## config.mk

```make
export PLATFORM = sky130hd
export DESIGN_NAME = range_to_seven_segment_display_top
export DESIGN_NICKNAME = d
export VERILOG_FILES = /design/src/sv/r7seg_pkg.sv /design/src/sv/r7seg_scale.sv /design/src/sv/r7seg_digits.sv /design/src/sv/range_to_seven_segment_display_top.sv
export VERILOG_INCLUDE_DIRS = /design/src /design/src/sv
export SDC_FILE = /design/constraint.sdc
export NUM_CORES = 1
export LEC_CHECK = 0
export BUFFER_PORTS_ARGS = -buffer_cell sky130_fd_sc_hd__buf_2
export CAP_MARGIN = 5
export CORE_ASPECT_RATIO = 2
export CORE_UTILIZATION = 45
export DETAILED_ROUTE_END_ITERATION = 6
export HOLD_SLACK_MARGIN = 0.05
export PLACE_DENSITY = 0.7
export SKIP_CTS_REPAIR_TIMING = 1
export SLEW_MARGIN = 30
export SYNTH_ARGS = -nofsm -noshare
export SYNTH_HDL_FRONTEND = slang
export SYNTH_SLANG_ARGS = --single-unit
```

## constraint.sdc

```tcl
create_clock -name clk -period 10.2 [get_ports clk]
set_clock_uncertainty 0.05 [all_clocks]
set_input_delay 2.04 -clock clk [delete_from_list [all_inputs] [get_ports clk]]
set_output_delay 2.04 -clock clk [all_outputs]
set_load 0.02 [all_outputs]
```

## src/sv/range_to_seven_segment_display_top_assert.svh

```systemverilog
// Assertion macros shared by the range display RTL.
`ifndef RANGE_TO_SEVEN_SEGMENT_DISPLAY_TOP_ASSERT_SVH
`define RANGE_TO_SEVEN_SEGMENT_DISPLAY_TOP_ASSERT_SVH
`ifndef SYNTHESIS
// Property checked on every rising clk edge, off while rst_n is low.
`define R7SEG_ASSERT(lbl, prop) \
  lbl: assert property (@(posedge clk) disable iff (!rst_n) prop) \
    else $error("r7seg assertion failed");
// Same-cycle implication.
`define R7SEG_ASSERT_IMP(lbl, ante, cons) \
  `R7SEG_ASSERT(lbl, (ante) |-> (cons))
`else
`define R7SEG_ASSERT(lbl, prop)
`define R7SEG_ASSERT_IMP(lbl, ante, cons)
`endif
`endif

```

## src/sv/r7seg_pkg.sv

```systemverilog
// Types, constants and the segment encoder for the range display.
package r7seg_pkg;

  localparam int TICKS_W = 24;
  localparam int VAL_W   = 14;
  localparam int SEG_W   = 7;

  // Operation codes
  localparam logic [1:0] OP_SAMPLE = 2'd0;
  localparam logic [1:0] OP_RUN    = 2'd1;
  localparam logic [1:0] OP_UNIT   = 2'd2;

  // ticks*17 at or above this means more than 9999 mm
  localparam logic [28:0] SAT_LIMIT = 29'd50_000_000;
  // floor(y/625) = (y*MM_RECIP) >> 32 for y below 6.25e6
  localparam logic [22:0] MM_RECIP   = 23'd6_871_948;
  // floor(z/127) = (z*INCH_RECIP) >> 24 for z below 50000
  localparam logic [17:0] INCH_RECIP = 18'd132_105;
  // floor(v/100) = (v*HUND_RECIP) >> 20 for v below 10000
  localparam logic [13:0] HUND_RECIP = 14'd10_486;
  // floor(x/10) = (x*TEN_RECIP) >> 11 for x below 1024
  localparam logic [7:0]  TEN_RECIP  = 8'd205;
  localparam logic [VAL_W-1:0] DISP_MAX = 14'd9999;

  typedef struct packed {
    logic [1:0]         operation;
    logic [TICKS_W-1:0] echo_ticks;
  } r7seg_in_t;

  typedef struct packed {
    logic [SEG_W-1:0] seg_ones;
    logic [SEG_W-1:0] seg_tens;
    logic [SEG_W-1:0] seg_hundreds;
    logic [SEG_W-1:0] seg_thousands;
  } r7seg_out_t;

  // Display value handed from the scaler to the digit encoder
  typedef struct packed {
    logic             valid;
    logic [VAL_W-1:0] value;
  } r7seg_val_t;

  function automatic logic [SEG_W-1:0] seg_encode(input logic [3:0] digit);
    logic [SEG_W-1:0] seg;
    unique case (digit)
      4'd0:    seg = 7'h3F;
      4'd1:    seg = 7'h06;
      4'd2:    seg = 7'h5B;
      4'd3:    seg = 7'h4F;
      4'd4:    seg = 7'h66;
      4'd5:    seg = 7'h6D;
      4'd6:    seg = 7'h7D;
      4'd7:    seg = 7'h07;
      4'd8:    seg = 7'h7F;
      4'd9:    seg = 7'h6F;
      default: seg = 7'h00;
    endcase
    return seg;
  endfunction

endpackage

```

## src/sv/r7seg_scale.sv

```systemverilog
// Tick count to display value: mm scaling, clamp and inch conversion.
module r7seg_scale
  import r7seg_pkg::*;
(
  input  logic               clk,
  input  logic               rst_n,
  input  logic               smp_valid,
  input  logic [TICKS_W-1:0] smp_ticks,
  input  logic               smp_inch,
  output logic               smp_ready,
  output r7seg_val_t         val_o,
  input  logic               dn_ready
);

  logic               s1_v_r, s2_v_r, s3_v_r, s4_v_r;
  logic               rdy1, rdy2, rdy3, rdy4;
  logic [TICKS_W-1:0] s1_ticks_r;
  logic               s1_inch_r, s2_inch_r, s3_inch_r;
  logic [22:0]        s2_y_r, s2_y_nxt;
  logic               s2_sat_r, s3_sat_r, s2_sat_nxt;
  logic [VAL_W-1:0]   s3_mm_r, s3_mm_nxt;
  logic [VAL_W-1:0]   s4_val_r, s4_val_nxt;
  logic [28:0]        x17;
  logic [45:0]        mm_prod;
  logic [15:0]        mm5;
  logic [33:0]        inch_prod;

  // a stage may load when it is empty or its contents move on
  assign rdy4      = !s4_v_r || dn_ready;
  assign rdy3      = !s3_v_r || rdy4;
  assign rdy2      = !s2_v_r || rdy3;
  assign rdy1      = !s1_v_r || rdy2;
  assign smp_ready = rdy1;

  // ticks*17, then /5000 = (>>3)/625
  assign x17        = {1'b0, s1_ticks_r, 4'b0} + {5'b0, s1_ticks_r};
  assign s2_sat_nxt = (x17 >= SAT_LIMIT);
  assign s2_y_nxt   = x17[25:3];

  assign mm_prod   = 46'(s2_y_r) * 46'(MM_RECIP);
  assign s3_mm_nxt = mm_prod[45:32];

  assign mm5       = {s3_mm_r, 2'b0} + {2'b0, s3_mm_r};
  assign inch_prod = 34'(mm5) * 34'(INCH_RECIP);

  always_comb begin
    if (s3_sat_r) begin
      s4_val_nxt = DISP_MAX;
    end else if (s3_inch_r) begin
      s4_val_nxt = {4'b0, inch_prod[33:24]};
    end else begin
      s4_val_nxt = s3_mm_r;
    end
  end

  always_ff @(posedge clk) begin
    if (!rst_n) begin
      s1_v_r <= 1'b0;
      s2_v_r <= 1'b0;
      s3_v_r <= 1'b0;
      s4_v_r <= 1'b0;
    end else begin
      if (rdy1) s1_v_r <= smp_valid;
      if (rdy2) s2_v_r <= s1_v_r;
      if (rdy3) s3_v_r <= s2_v_r;
      if (rdy4) s4_v_r <= s3_v_r;
    end
  end

  always_ff @(posedge clk) begin
    if (rdy1 && smp_valid) begin
      s1_ticks_r <= smp_ticks;
      s1_inch_r  <= smp_inch;
    end
    if (rdy2 && s1_v_r) begin
      s2_y_r    <= s2_y_nxt;
      s2_sat_r  <= s2_sat_nxt;
      s2_inch_r <= s1_inch_r;
    end
    if (rdy3 && s2_v_r) begin
      s3_mm_r   <= s3_mm_nxt;
      s3_sat_r  <= s2_sat_r;
      s3_inch_r <= s2_inch_r;
    end
    if (rdy4 && s3_v_r) begin
      s4_val_r <= s4_val_nxt;
    end
  end

  assign val_o = '{valid: s4_v_r, value: s4_val_r};

endmodule

```

## src/sv/r7seg_digits.sv

```systemverilog
// Display value to four blanked seven-segment digits, with output register.
`include "range_to_seven_segment_display_top_assert.svh"
module r7seg_digits
  import r7seg_pkg::*;
(
  input  logic       clk,
  input  logic       rst_n,
  input  r7seg_val_t val_i,
  output logic       up_ready,
  output logic       out_valid,
  output r7seg_out_t out_data,
  input  logic       out_stall
);

  // split x below 100 into tens and ones
  function automatic logic [7:0] split_tens(input logic [6:0] x);
    logic [14:0] p;
    logic [3:0]  t;
    logic [6:0]  o;
    p = 15'(x) * 15'(TEN_RECIP);
    t = p[14:11];
    o = x - 7'({t, 3'b0} + {2'b0, t, 1'b0});
    return {t, o[3:0]};
  endfunction

  logic             s5_v_r, out_v_r;
  logic             rdy5, rdy_out;
  logic [6:0]       s5_hi_r, s5_lo_r, hi_nxt, lo_nxt;
  logic [27:0]      hund_prod;
  logic [VAL_W-1:0] hund_x100;
  logic [7:0]       hi_dig, lo_dig;
  logic [3:0]       d0, d1, d2, d3;
  r7seg_out_t       out_r, out_nxt;

  assign rdy_out  = !out_v_r || !out_stall;
  assign rdy5     = !s5_v_r || rdy_out;
  assign up_ready = rdy5;

  // value = hi*100 + lo
  assign hund_prod = 28'(val_i.value) * 28'(HUND_RECIP);
  assign hi_nxt    = hund_prod[26:20];
  assign hund_x100 = VAL_W'({hi_nxt, 6'b0}) + VAL_W'({hi_nxt, 5'b0}) + VAL_W'({hi_nxt, 2'b0});
  assign lo_nxt    = 7'(val_i.value - hund_x100);

  assign lo_dig = split_tens(s5_lo_r);
  assign hi_dig = split_tens(s5_hi_r);
  assign d0 = lo_dig[3:0];
  assign d1 = lo_dig[7:4];
  assign d2 = hi_dig[3:0];
  assign d3 = hi_dig[7:4];

  // leading zeros blank; ones always lit
  always_comb begin
    out_nxt.seg_ones      = seg_encode(d0);
    out_nxt.seg_tens      = ((d1 | d2 | d3) != 4'd0) ? seg_encode(d1) : '0;
    out_nxt.seg_hundreds  = ((d2 | d3) != 4'd0) ? seg_encode(d2) : '0;
    out_nxt.seg_thousands = (d3 != 4'd0) ? seg_encode(d3) : '0;
  end

  always_ff @(posedge clk) begin
    if (!rst_n) begin
      s5_v_r  <= 1'b0;
      out_v_r <= 1'b0;
    end else begin
      if (rdy5)    s5_v_r  <= val_i.valid;
      if (rdy_out) out_v_r <= s5_v_r;
    end
  end

  always_ff @(posedge clk) begin
    if (rdy5 && val_i.valid) begin
      s5_hi_r <= hi_nxt;
      s5_lo_r <= lo_nxt;
    end
    if (rdy_out && s5_v_r) begin
      out_r <= out_nxt;
    end
  end

  assign out_valid = out_v_r;
  assign out_data  = out_r;

  `R7SEG_ASSERT_IMP(a_ones_lit, out_v_r, out_r.seg_ones != 7'd0)
  `R7SEG_ASSERT_IMP(a_thou_blank, out_v_r && out_r.seg_thousands != 7'd0, out_r.seg_hundreds != 7'd0 && out_r.seg_tens != 7'd0)
  `R7SEG_ASSERT_IMP(a_hund_blank, out_v_r && out_r.seg_hundreds != 7'd0, out_r.seg_tens != 7'd0)

endmodule

```

## src/sv/range_to_seven_segment_display_top.sv

```systemverilog
// A distance word passes through the registered stages below, in order, before it shows on out_valid.
// Throughput: one word per cycle while in_stall is low; buttons and paused samples give no result.
// Stages: input, x17/clamp, /5000 multiply, inch multiply, /100 split, segments.
// Reset (synchronous, rst_n low): paused, mm units, pipeline empty.
// in_stall rises only when every stage is full and out_stall holds the output.
`include "range_to_seven_segment_display_top_assert.svh"
module range_to_seven_segment_display_top
  import r7seg_pkg::*;
(
  input  logic       clk,
  input  logic       rst_n,
  input  logic       in_valid,
  output logic       in_stall,
  input  r7seg_in_t  in_data,
  output logic       out_valid,
  input  logic       out_stall,
  output r7seg_out_t out_data
);

  logic       running_r, running_nxt;
  logic       inch_r, inch_nxt;
  logic       accept;
  logic       smp_valid, smp_ready;
  logic       enc_ready;
  r7seg_val_t scaled;

  // Every word goes through the same handshake; the input stage is the
  // first pipeline register, so stall only when it cannot move.
  assign in_stall = !smp_ready;
  assign accept   = in_valid && !in_stall;

  // Samples enter the pipeline only while running; they carry the unit
  // flag along, so later button words never change a word already inside.
  assign smp_valid = accept && (in_data.operation == OP_SAMPLE) && running_r;

  always_comb begin
    running_nxt = running_r;
    inch_nxt    = inch_r;
    if (accept) begin
      case (in_data.operation)
        OP_RUN:  running_nxt = !running_r;
        OP_UNIT: inch_nxt    = !inch_r;
        default: ;  // samples and the unused code leave the flags alone
      endcase
    end
  end

  always_ff @(posedge clk) begin
    if (!rst_n) begin
      running_r <= 1'b0;
      inch_r    <= 1'b0;
    end else begin
      running_r <= running_nxt;
      inch_r    <= inch_nxt;
    end
  end

  // ticks -> mm -> clamp / inch conversion
  r7seg_scale u_scale (
    .clk       (clk),
    .rst_n     (rst_n),
    .smp_valid (smp_valid),
    .smp_ticks (in_data.echo_ticks),
    .smp_inch  (inch_r),
    .smp_ready (smp_ready),
    .val_o     (scaled),
    .dn_ready  (enc_ready)
  );

  // value -> blanked segment patterns, holds the output word
  r7seg_digits u_digits (
    .clk       (clk),
    .rst_n     (rst_n),
    .val_i     (scaled),
    .up_ready  (enc_ready),
    .out_valid (out_valid),
    .out_data  (out_data),
    .out_stall (out_stall)
  );

  `R7SEG_ASSERT_IMP(a_stall_full, in_stall, out_valid && out_stall)
  `R7SEG_ASSERT(a_run_toggle, accept && in_data.operation == OP_RUN |=> running_r != $past(running_r))
  `R7SEG_ASSERT(a_unit_toggle, accept && in_data.operation == OP_UNIT |=> inch_r != $past(inch_r))

endmodule
```

**After elaboration in Yosys (flattened, before gate mapping)**

Memories as Yosys holds them, arrays and structs flattened. A register that Yosys moved wholly into a read port is not among the register bits.
Cells that the tools add are included.

- Output and inout bits: 30
- ROM bits: 448
- Input port bits: 30
- Memories kept: 4
- Flip-flop bits (word level): 102

Memory list:

| memory | words | bits a word | rd ports | clocked after memory_dff | wr ports | RTL line | text |
|---|---|---|---|---|---|---|---|
| (no name shown) | 16 | 7 | 1 | 1 | 0 | r7seg_pkg.sv:45 | `unique case (digit)` |
| (no name shown) | 16 | 7 | 1 | 1 | 0 | r7seg_pkg.sv:45 |  |
| (no name shown) | 16 | 7 | 1 | 1 | 0 | r7seg_pkg.sv:45 |  |
| (no name shown) | 16 | 7 | 1 | 1 | 0 | r7seg_pkg.sv:45 |  |

- Reduce and logical (&&, ||, !) cells: 35
- Mux-type cells: 1
- Add/sub/neg operators: 9
- $lt $le $gt $ge: 1
- Equality and inequality tests: 2
- $mul: 5
- Bitwise operators: 3

Operators by type and width:

| kind | count |
|---|---|
| $mul A23 B21 Y44 const B | 1 |
| $mul A16 B18 Y34 const B | 1 |
| $mul A7 B8 Y15 const B | 2 |
| $add A28 B24 Y29 | 1 |
| $ge A29 B26 Y1 const B | 1 |
| $mul A14 B13 Y26 const B | 1 |
| $add A16 B14 Y16 | 1 |
| $add A7 B7 Y7 | 2 |
| $mux W14 | 1 |
| $logic_not A1 Y1 | 13 |
| $or A4 B4 Y4 | 3 |
| $reduce_bool A4 Y1 | 3 |
| $logic_and A1 B1 Y1 | 9 |
| $add A4 B4 Y4 | 2 |
| $sub A4 B4 Y4 | 2 |
| $sub A7 B7 Y7 | 1 |
| $logic_or A1 B1 Y1 | 6 |
| $reduce_and A2 Y1 | 2 |
| $eq A2 B1 Y1 const B | 1 |
| $eq A2 B2 Y1 const B | 1 |
| $logic_not A2 Y1 | 1 |
| $reduce_or A2 Y1 | 1 |

**Longest topological paths before layout**

Gate-level depths: netlist of the first run.

- Word-level depth: 11
- Depth in mapped cells: 27

**Hierarchy**

From an unflattened synthesis of the first run, not the netlist that was laid out.

- Cell total of the unflattened synthesis: 2066
- Area, all modules: 21835.9 µm²

Modules (own cells, without submodules):

| module | instances | area each (µm²) | cells each |
|---|---|---|---|
| r7seg_scale | 1 | 14048.5 | 1321 |
| r7seg_digits | 1 | 7673.6 | 732 |
| range_to_seven_segment_display_top | 1 | 113.9 | 13 |

**Worst setup path before layout of the first run**

OpenSTA, ideal clock, no wires.

- Kind: flip-flop to flip-flop
- From: register u_scale.s2_y_r[15]
- To: register u_scale.s3_mm_r[12], data pin
- Buffers on the path: 0
- Data arrival time: 6.169 ns
- Stages on the path, launching flop included: 23
- Setup slack: 3.719 ns
- Data required time: 9.888 ns
- Cells stage by stage: edfxtp_1 > ha_1 > inv_1 > fa_1 > fa_1 > inv_1 > fa_1 > fa_1 > fa_1 > inv_1 > fa_1 > inv_1 > ha_1 > a21oi_1 > a21oi_1 > a2111oi_0 > o211ai_1 > nand4_1 > a211oi_1 > a211o_1 > a41oi_1 > a21oi_1 > xor2_1

- Cells in the longest elaborated chain, start to end: 1

Ends and longest elaborated chain:

| item | RTL line | text |
|---|---|---|
| start: declaration | r7seg_scale.sv:19 | `logic [22:0] s2_y_r, s2_y_nxt;` |
| start signal: assignment | r7seg_scale.sv:76 | `s2_y_r <= s2_y_nxt;` |
| $mul A23 B21 Y44 | r7seg_scale.sv:40 | `assign mm_prod = 46'(s2_y_r) * 46'(MM_RECIP);` |
| net u_scale.mm_prod[44] | r7seg_scale.sv:24 | `logic [45:0] mm_prod;` |
| end signal: assignment | r7seg_scale.sv:81 | `s3_mm_r <= s3_mm_nxt;` |
| end: declaration | r7seg_scale.sv:21 | `logic [VAL_W-1:0] s3_mm_r, s3_mm_nxt;` |

The timed path passes the listed nets, and every way through them passes these cells.
A chain may end at the register's enable or synchronous reset.

**Final worst setup path of the first run**

- From: register u_scale.s2_y_r[4]
- To: register u_scale.s3_mm_r[11], data pin

Same word-level chain as after synthesis.

==> impl_results.md, run 1 <==
* Final-stage net count at 2921
* Root Driver: clkbuf_16
* TritonCTS clock tree: yes
* Initial Util at 0.458
* CTS HTree Levels at 4
* Core ar. at 0.0468 sq mm
* Hpwl dp at 47700 microns
* Drt first pass iters at 5
* Crit path kind: register to register
* Via count at 14.5k
* Final min period at 7.19 ns
* Part of the power in registers at 0.387
* Remaining DRCs at 0
* Antenna cells at 0
* R2R cell count at 21
* Post-synthesis sequential area ratio at 0.178
* Flop-to-flop setup slack at 3.01 ns
* Share of cells above drive strength 1 at 0.0568
* Status: complete, no violations
* Synth unique cells at 70
* Crit Path Max Fanout at 4
* Synth area leaders: ha_1 (30%), fa_1 (25%), edfxtp_1 (17%), inv_1 (8.8%), xnor2_1 (2.9%)
* Sw power at 457 uW
* Synth Area in Adders at 0.555
* Synthesized netlist cell count at 2025
* Crit Reg-Reg Startpoint: u_scale.s2_y_r[4]
* Max Fclk at 0.139 GHz
* Fillers at 4296
* Comb pwr share at 0.193
* Row Count at 112
* HP Start: u_scale.s2_inch_r
* PD cells at 65.4 mW/mm^2
* Total power at 1.52 mW
* Multi-input logic area at 0.0157 sq mm
* Post-Syn Nets at 2845
* Hold path cells at 0
* Switching share of power at 0.302
* Synth Area in Compound Gates at 0.0777
* First-pass GRT wire length at 84800 microns
* Port Buffers at 59
* Final wirelength at 53600 microns
* Die area at 0.0486 sq mm
* #FFs+latches synth at 130
* VDD IR-drop max at 0.140 mV
* Wire length per cell at 19.5 microns
* Clock sinks at 130
* Most frequent cells in the layout: ha_1 (520), inv_1 (502), fa_1 (270)
* Synth top area share at 0.303
* Pint at 1.06 mW
* Storage element area at 0.00382 sq mm
* Main combinational cell family by area after synthesis: adder cells
* Total leakage power at 12.0 nW
* Post-synth ARST share at 0
* Num CTS Buffers at 17
* Routability cong. at 1.02
* Vias in the first global route at 16.7k
* Top Ports at 60
* RSZ-0062 raised after global routing: no
* GRT Total Usage at 0.236
* Synthesized area per cell at 10.6 sq um
* GRT overflow at 0
* Reg clk slew, reported paths at 0.07 ns
* Portion of netlist area occupied by mux cells at 0.00187
* Min-delay worst type: register to register
* CP Launch Type: register
* Final setup violation count at 0
* CP Capture Type: register
* Overall die width at 156 microns
* Critical Path RT at 10.34 ns
* Commonest non-fill, non-tap cell in the layout: ha_1
* Synth area leader: ha_1
* Tightest Pin Transition at 0.872 ns
* Syn Std Cell Area at 0.0215 sq mm
* Final count of hold timing violations at 0
* Synth Warn # at 0
* Post-route ant nets at 0
* Post-Synth Simple-Gate Area at 0.0562
* Crit share post-route at 0.705
* Clock Latency Late Sink at 0.45 ns
* CTS max path bufs at 2
* CP arrival at 7.33 ns
* Post-DR vias/cell at 5.29
* Clock power share at 0.420
* WHS Endpoint: u_scale.s3_inch_r
* Post-synth EDFFs at 122
* Fin. max-slew vios at 0
* R2r endpoint: u_scale.s3_mm_r[11]
* XOR/XNOR Fraction of Synth Area at 0.0411
* Worst slew margin at 0.414
* Max Cap Viol at 0
* Chip height at 311 microns
* Ys flop type: edfxtp_1
* Starting DRT DRC Count at 337
* Initial antenna violation count at 0
* Layout area overhead at 7.96%
* Setup_tns at 0 ns
* Largest net degree at the start of global routing at 29
## per-layer routing
metal | global-route usage | vias up | wire [microns]
met5 | 0 | - | 0
met4 | 0.242 | 0 | 6310
met3 | 0.0305 | 216 | 1410
met2 | 0.471 | 342 | 30800
met1 | 0.178 | 7104 | 15100
li1 | - | 6833 | -
## synthesized netlist by cell type, types with 6 or more instances
| master | count |
|---|---|
| nand3_1 | 25 |
| o21bai_1 | 8 |
| o21ai_1 | 26 |
| ha_1 | 520 |
| a31oi_1 | 8 |
| inv_1 | 502 |
| nand2_1 | 52 |
| nand2b_1 | 14 |
| o21ai_0 | 16 |
| clkbuf_1 | 7 |
| fa_1 | 270 |
| nand4_1 | 9 |
| a211oi_1 | 11 |
| and2_1 | 7 |
| dfxtp_1 | 8 |
| edfxtp_1 | 122 |
| a21oi_1 | 72 |
| nor2b_1 | 14 |
| nor3_1 | 23 |
| a21o_1 | 28 |
| xnor2_1 | 72 |
| xor2_1 | 23 |
| or3_1 | 6 |
| o211ai_1 | 7 |
| o21a_1 | 22 |
| and3_1 | 11 |
| nor2_1 | 62 |
## worst max-delay path, stage by stage, from the launching register on
cell and delay (ns):
edfxtp_1 0.49, ha_1 0.38, xor2_1 0.51, ha_1 0.36, fa_1 0.49, fa_1 0.54
fa_1 0.52, fa_1 0.54, inv_1 0.05, fa_1 0.53, inv_1 0.05, ha_1 0.28
nand2_1 0.09, a21oi_1 0.05, a2111oi_0 0.58, o211ai_1 0.21, nand4_1 0.17, a211oi_1 0.10
a211o_1 0.33, a41oi_1 0.30, nor2b_1 0.21, xnor2_1 0.10
## power by group through the flow
stage                     Sequential, mW  Clock [mW]  Combinational (mW)
after global placement             0.599           0               0.284
after global routing               0.587       0.662               0.334
after floorplan                    0.598           0               0.206
after CTS                          0.587       0.648               0.296
final                              0.587       0.636               0.293
after detailed placement           0.599           0               0.293
## final cells by class
cell class,instances,share of cell area
multi-input cells,1383,0.679
flip-flops and latches,130,0.165
inverters,504,0.0817
well taps,627,0.0339
clock buffers,17,0.0184
repair buffers,65,0.0147
clock inverters,15,0.00719
## state kept, by name, summed over array words and instances (netlist names)
signal / count
running_r: 1
u_scale.s4_v_r: 1
u_digits.out_valid: 1
u_scale.s1_v_r: 1
u_scale.s2_y_r: 23
u_scale.s1_ticks_r: 24
u_digits.s5_hi_r: 7
u_scale.s2_v_r: 1
u_scale.s3_sat_r: 1
u_scale.s3_inch_r: 1
u_scale.s1_inch_r: 1
inch_r: 1
u_digits.s5_v_r: 1
u_scale.s2_sat_r: 1
u_digits.out_data: 28
u_scale.s2_inch_r: 1
u_scale.s3_v_r: 1
u_digits.s5_lo_r: 7
u_scale.s3_mm_r: 14
u_scale.s4_val_r: 14
## how the worst max path moves through the flow
stage,startpoint,end,slack (ns),cells past startpoint
2_1_floorplan,u_scale.s2_y_r[15],u_scale.s3_mm_r[12],3.72,22
3_3_place_gp,u_scale.s2_y_r[4],u_scale.s3_mm_r[12],3.23,21
3_5_place_dp,u_scale.s2_y_r[4],u_scale.s3_mm_r[11],3.09,21
4_1_cts,u_scale.s2_y_r[4],u_scale.s3_mm_r[11],3.05,21
5_1_grt,u_scale.s2_y_r[2],u_scale.s3_mm_r[11],2.67,21
6_report,u_scale.s2_y_r[4],u_scale.s3_mm_r[11],3.01,21
## through the flow
stage | utilization | hold WS, ns | cells | setup WS (ns) | area [sq um]
2_1_floorplan | - | 0.350 | 2025 | 3.72 | 21500
3_3_place_gp | 0.482 | 0.398 | 2709 | 3.23 | 22600
3_5_place_dp | 0.482 | 0.387 | 2709 | 3.09 | 22600
4_1_cts | 0.495 | 0.416 | 2741 | 3.05 | 23200
5_1_grt | 0.495 | 0.424 | 2741 | 2.67 | 23200
6_report | 0.495 | 0.415 | 2741 | 3.01 | 23200
## logic make-up (layout without fill, tap and decap cells)
logic type / Yosys count / count (layout)
xor gates and xnor gates: 98 / 98
muxes: 4 / 4
AOI/OAI and AO/OA: 250 / 250
and+or+nand+nor: 241 / 241
adders and majority gates: 790 / 790
DFF: 130 / 130
buffers and inverters: 512 / 601
No activity file was read; power rests on OpenSTA's default activity.
==> run 2, diff against run 1 <==
Settings changed: ABC_AREA set to 1.
Clock period 10.2 ns to 6.9 ns, I/O delays scaled along.
==> run 2 against run 1 <==
  * Critical path depth increased by 9
  * Final cell count increased by 35%
  * Setup slack got worse by 2.6 ns
  * Combinational power increased by 140%
  * Via count increased by 38%
  * Total power increased by 71%
  * Design area increased by 15%
  * Maximum frequency increased by 11%
  * First-iteration DRC count increased by 140%
  * Largest power group unchanged
  * Sequential share of layout area decreased by 2.1 points
==> impl_results.md, run 2 <==
* Status: complete, no violations
* Most frequent cells in the layout: inv_1 (733), ha_1 (520), nand2_1 (510)
* Max reg flops at 28 (unchanged)
* CP Launch Type: register
* Final min period at 6.50 ns (-0.687 ns)
* Worst slew margin at 0.358 (-0.0567)
* Largest net degree at the start of global routing at 29 (unchanged)
* Tightest Pin Transition at 0.964 ns (+0.0913 ns)
* Synth Warn # at 0 (unchanged)
* Die area at 0.0559 sq mm (+15%)
* GRT Total Usage at 0.285 (+0.0491)
* PD cells at 97.3 mW/mm^2 (+49%)
* Final-stage net count at 3838 (+31%)
* Layout area overhead at 7.61%
* Port Buffers at 59 (unchanged)
* Non-Filler Instances at 3707 (+35%)
* Final wirelength at 76800 microns (+43%)
* RSZ-0062 raised after global routing: no
* Post-synthesis sequential area ratio at 0.155 (-0.0235)
* Starting DRT DRC Count at 816 (+140%)
* CP Capture Type: register
* Max Cap Viol at 0 (unchanged)
* Core ar. at 0.0544 sq mm (+16%)
* Total leakage power at 14.4 nW (+20%)
* Overall die width at 168 microns (+7.2%)
* CP arrival at 6.68 ns (-0.65 ns)
* #FFs+latches synth at 130 (unchanged)
* Top Ports at 60 (unchanged)
* TritonCTS clock tree: yes
* Max Fclk at 0.154 GHz (+11%)
* Reg clk slew, reported paths at 0.07 ns (about the same)
* CTS max path bufs at 2 (unchanged)
* Min-delay worst type: register to register
* Crit path kind: register to register
* Hpwl dp at 66300 microns (+39%)
* CTS HTree Levels at 4 (unchanged)
* Chip height at 333 microns (+7.3%)
* Critical Path RT at 7.07 ns (-3.27 ns)
* GRT overflow at 0 (unchanged)
* Post-placement cell area at 0.0259 sq mm (+15%)
* Vias in the first global route at 21.9k (+31%)
* Placed Cells at 3674 (+36%)
* Row Count at 121 (+8.0%)
* Via count at 20.0k (+38%)
* Most common library cells after synthesis: inv_1 (733), ha_1 (520), nand2_1 (510), fa_1 (270), nor2_1 (181)
* Post-DR vias/cell at 5.39 (+2.0%)
* Fin. max-slew vios at 0 (unchanged)
* Post-synth EDFFs at 122 (unchanged)
* Wire length per cell at 20.7 microns (+6.0%)
* Setup_tns at 0 ns (unchanged)
* Total power at 2.59 mW (+71%)
* First-pass GRT wire length at 116000 microns (+37%)
* Clock Latency Late Sink at 0.47 ns (+0.02 ns)
* Post-route ant nets at 0 (unchanged)
* Ys flop type: edfxtp_1
* Post-Syn Nets at 3749 (+32%)
* Drt first pass iters at 7 (+2)
* Root Driver: clkbuf_16
* Clock sinks at 130 (unchanged)
* Synthesized area per cell at 8.43 sq um (-20%)
* Crit share post-route at 0.943 (+0.238)
* Max incr delay on CP at 0.57 ns (about the same)
* Initial Util at 0.455 (-0.00383)
* Cell area after layout at 0.0266 sq mm (+15%)
* Most frequent cell after synthesis: inv_1
* Finished Core Util at 0.489 (-0.00569)
* Final count of hold timing violations at 0 (unchanged)
* Synthesized netlist cell count at 2929 (+45%)
* Commonest non-fill, non-tap cell in the layout: inv_1
* Synth unique cells at 49 (-30%)
* Routability cong. at 1.06 (+3.2%)
* Initial antenna violation count at 3 (+3)
* Syn Std Cell Area at 0.0247 sq mm (+15%)
* Synth top area share at 0.263 (-0.0399)
* Final setup violation count at 0 (unchanged)
* Remaining DRCs at 0 (unchanged)
* Share of cells above drive strength 1 at 0.0607 (+0.00394)
* Antenna cells at 0 (unchanged)
* Post-synth ARST share at 0 (unchanged)
* Synth area leader: ha_1
* Critical-path top delay cell: fa_1
* VDD IR-drop max at 0.145 mV (+4.1%)
* Synth area leaders: ha_1 (26%), fa_1 (22%), edfxtp_1 (15%), inv_1 (11%), nand2_1 (7.7%)
* Num CTS Buffers at 17 (unchanged)
* Crit Path Max Fanout at 4 (unchanged)
-- run 2: cell types whose count changed in the layout (fill, tap and decap cells not counted), moves of 61 or more --
cell / delta
a21oi_1: +61
nor2_1: +119
nand2_1: +458
inv_1: +231
o21ai_0: +62
nand3_1: +65
-- run 2: cell type report --
class                   count  area [sq um]
multi-input cells        2058         18100
inverters                 738          2770
clock buffers              20           447
well taps                 676           846
clock inverters            12           158
repair buffers             73           420
fillers                  5227         27800
flip-flops and latches    130          3820
-- run 2: worst max-delay path: cells and delay by family, from the launching register on --
kind            cells  cell delay (ns)
compound gates      5             1.02
xor+xnor            2             0.41
fa+ha+maj           8             3.17
buf+inv             7             0.50
flops               1             0.42
simple gates        8             0.71
-- run 2: kinds of logic after synthesis --
family | Yosys count | share of synthesized area
xor+xnor | 64 | 0.0251
buf+inv | 741 | 0.113
fa+ha+maj | 790 | 0.482
compound gates | 289 | 0.0657
simple gates | 915 | 0.160
flops | 130 | 0.155
-- run 2: where the power goes --
group          switching (mW)  internal, mW
Sequential            0.00327         0.864
Clock                   0.433         0.580
Combinational           0.473         0.234
-- run 2: path summary, 6_finish.rpt --
kind                            start             endpoint  slack, ns  cells after the start
setup reg to reg  u_scale.s4_val_r[5]  u_digits.s5_lo_r[6]       0.40                     30
hold reg to reg     u_scale.s2_inch_r    u_scale.s3_inch_r       0.37                      0
hold / removal      u_scale.s2_inch_r    u_scale.s3_inch_r       0.37                      0
setup / recovery  u_scale.s4_val_r[5]  u_digits.s5_lo_r[6]       0.40                     30
-- run 2: layer usage --
metal | share of wire | vias to the layer above | global-route usage
met1 | 0.27 | 9432 | 0.199
met4 | 0.13 | 2 | 0.327
li1 | - | 9438 | -
met3 | 0.043 | 430 | 0.0552
met5 | 0.00010 | - | 0
met2 | 0.55 | 691 | 0.567
-- run 2: stage by stage --
step | hold WS, ns | worst slack [ns]
2_1_floorplan | 0.350 | 1.09
3_3_place_gp | 0.356 | 0.598
3_5_place_dp | 0.360 | 0.450
4_1_cts | 0.376 | 0.453
5_1_grt | 0.393 | 0.0372
6_report | 0.375 | 0.395
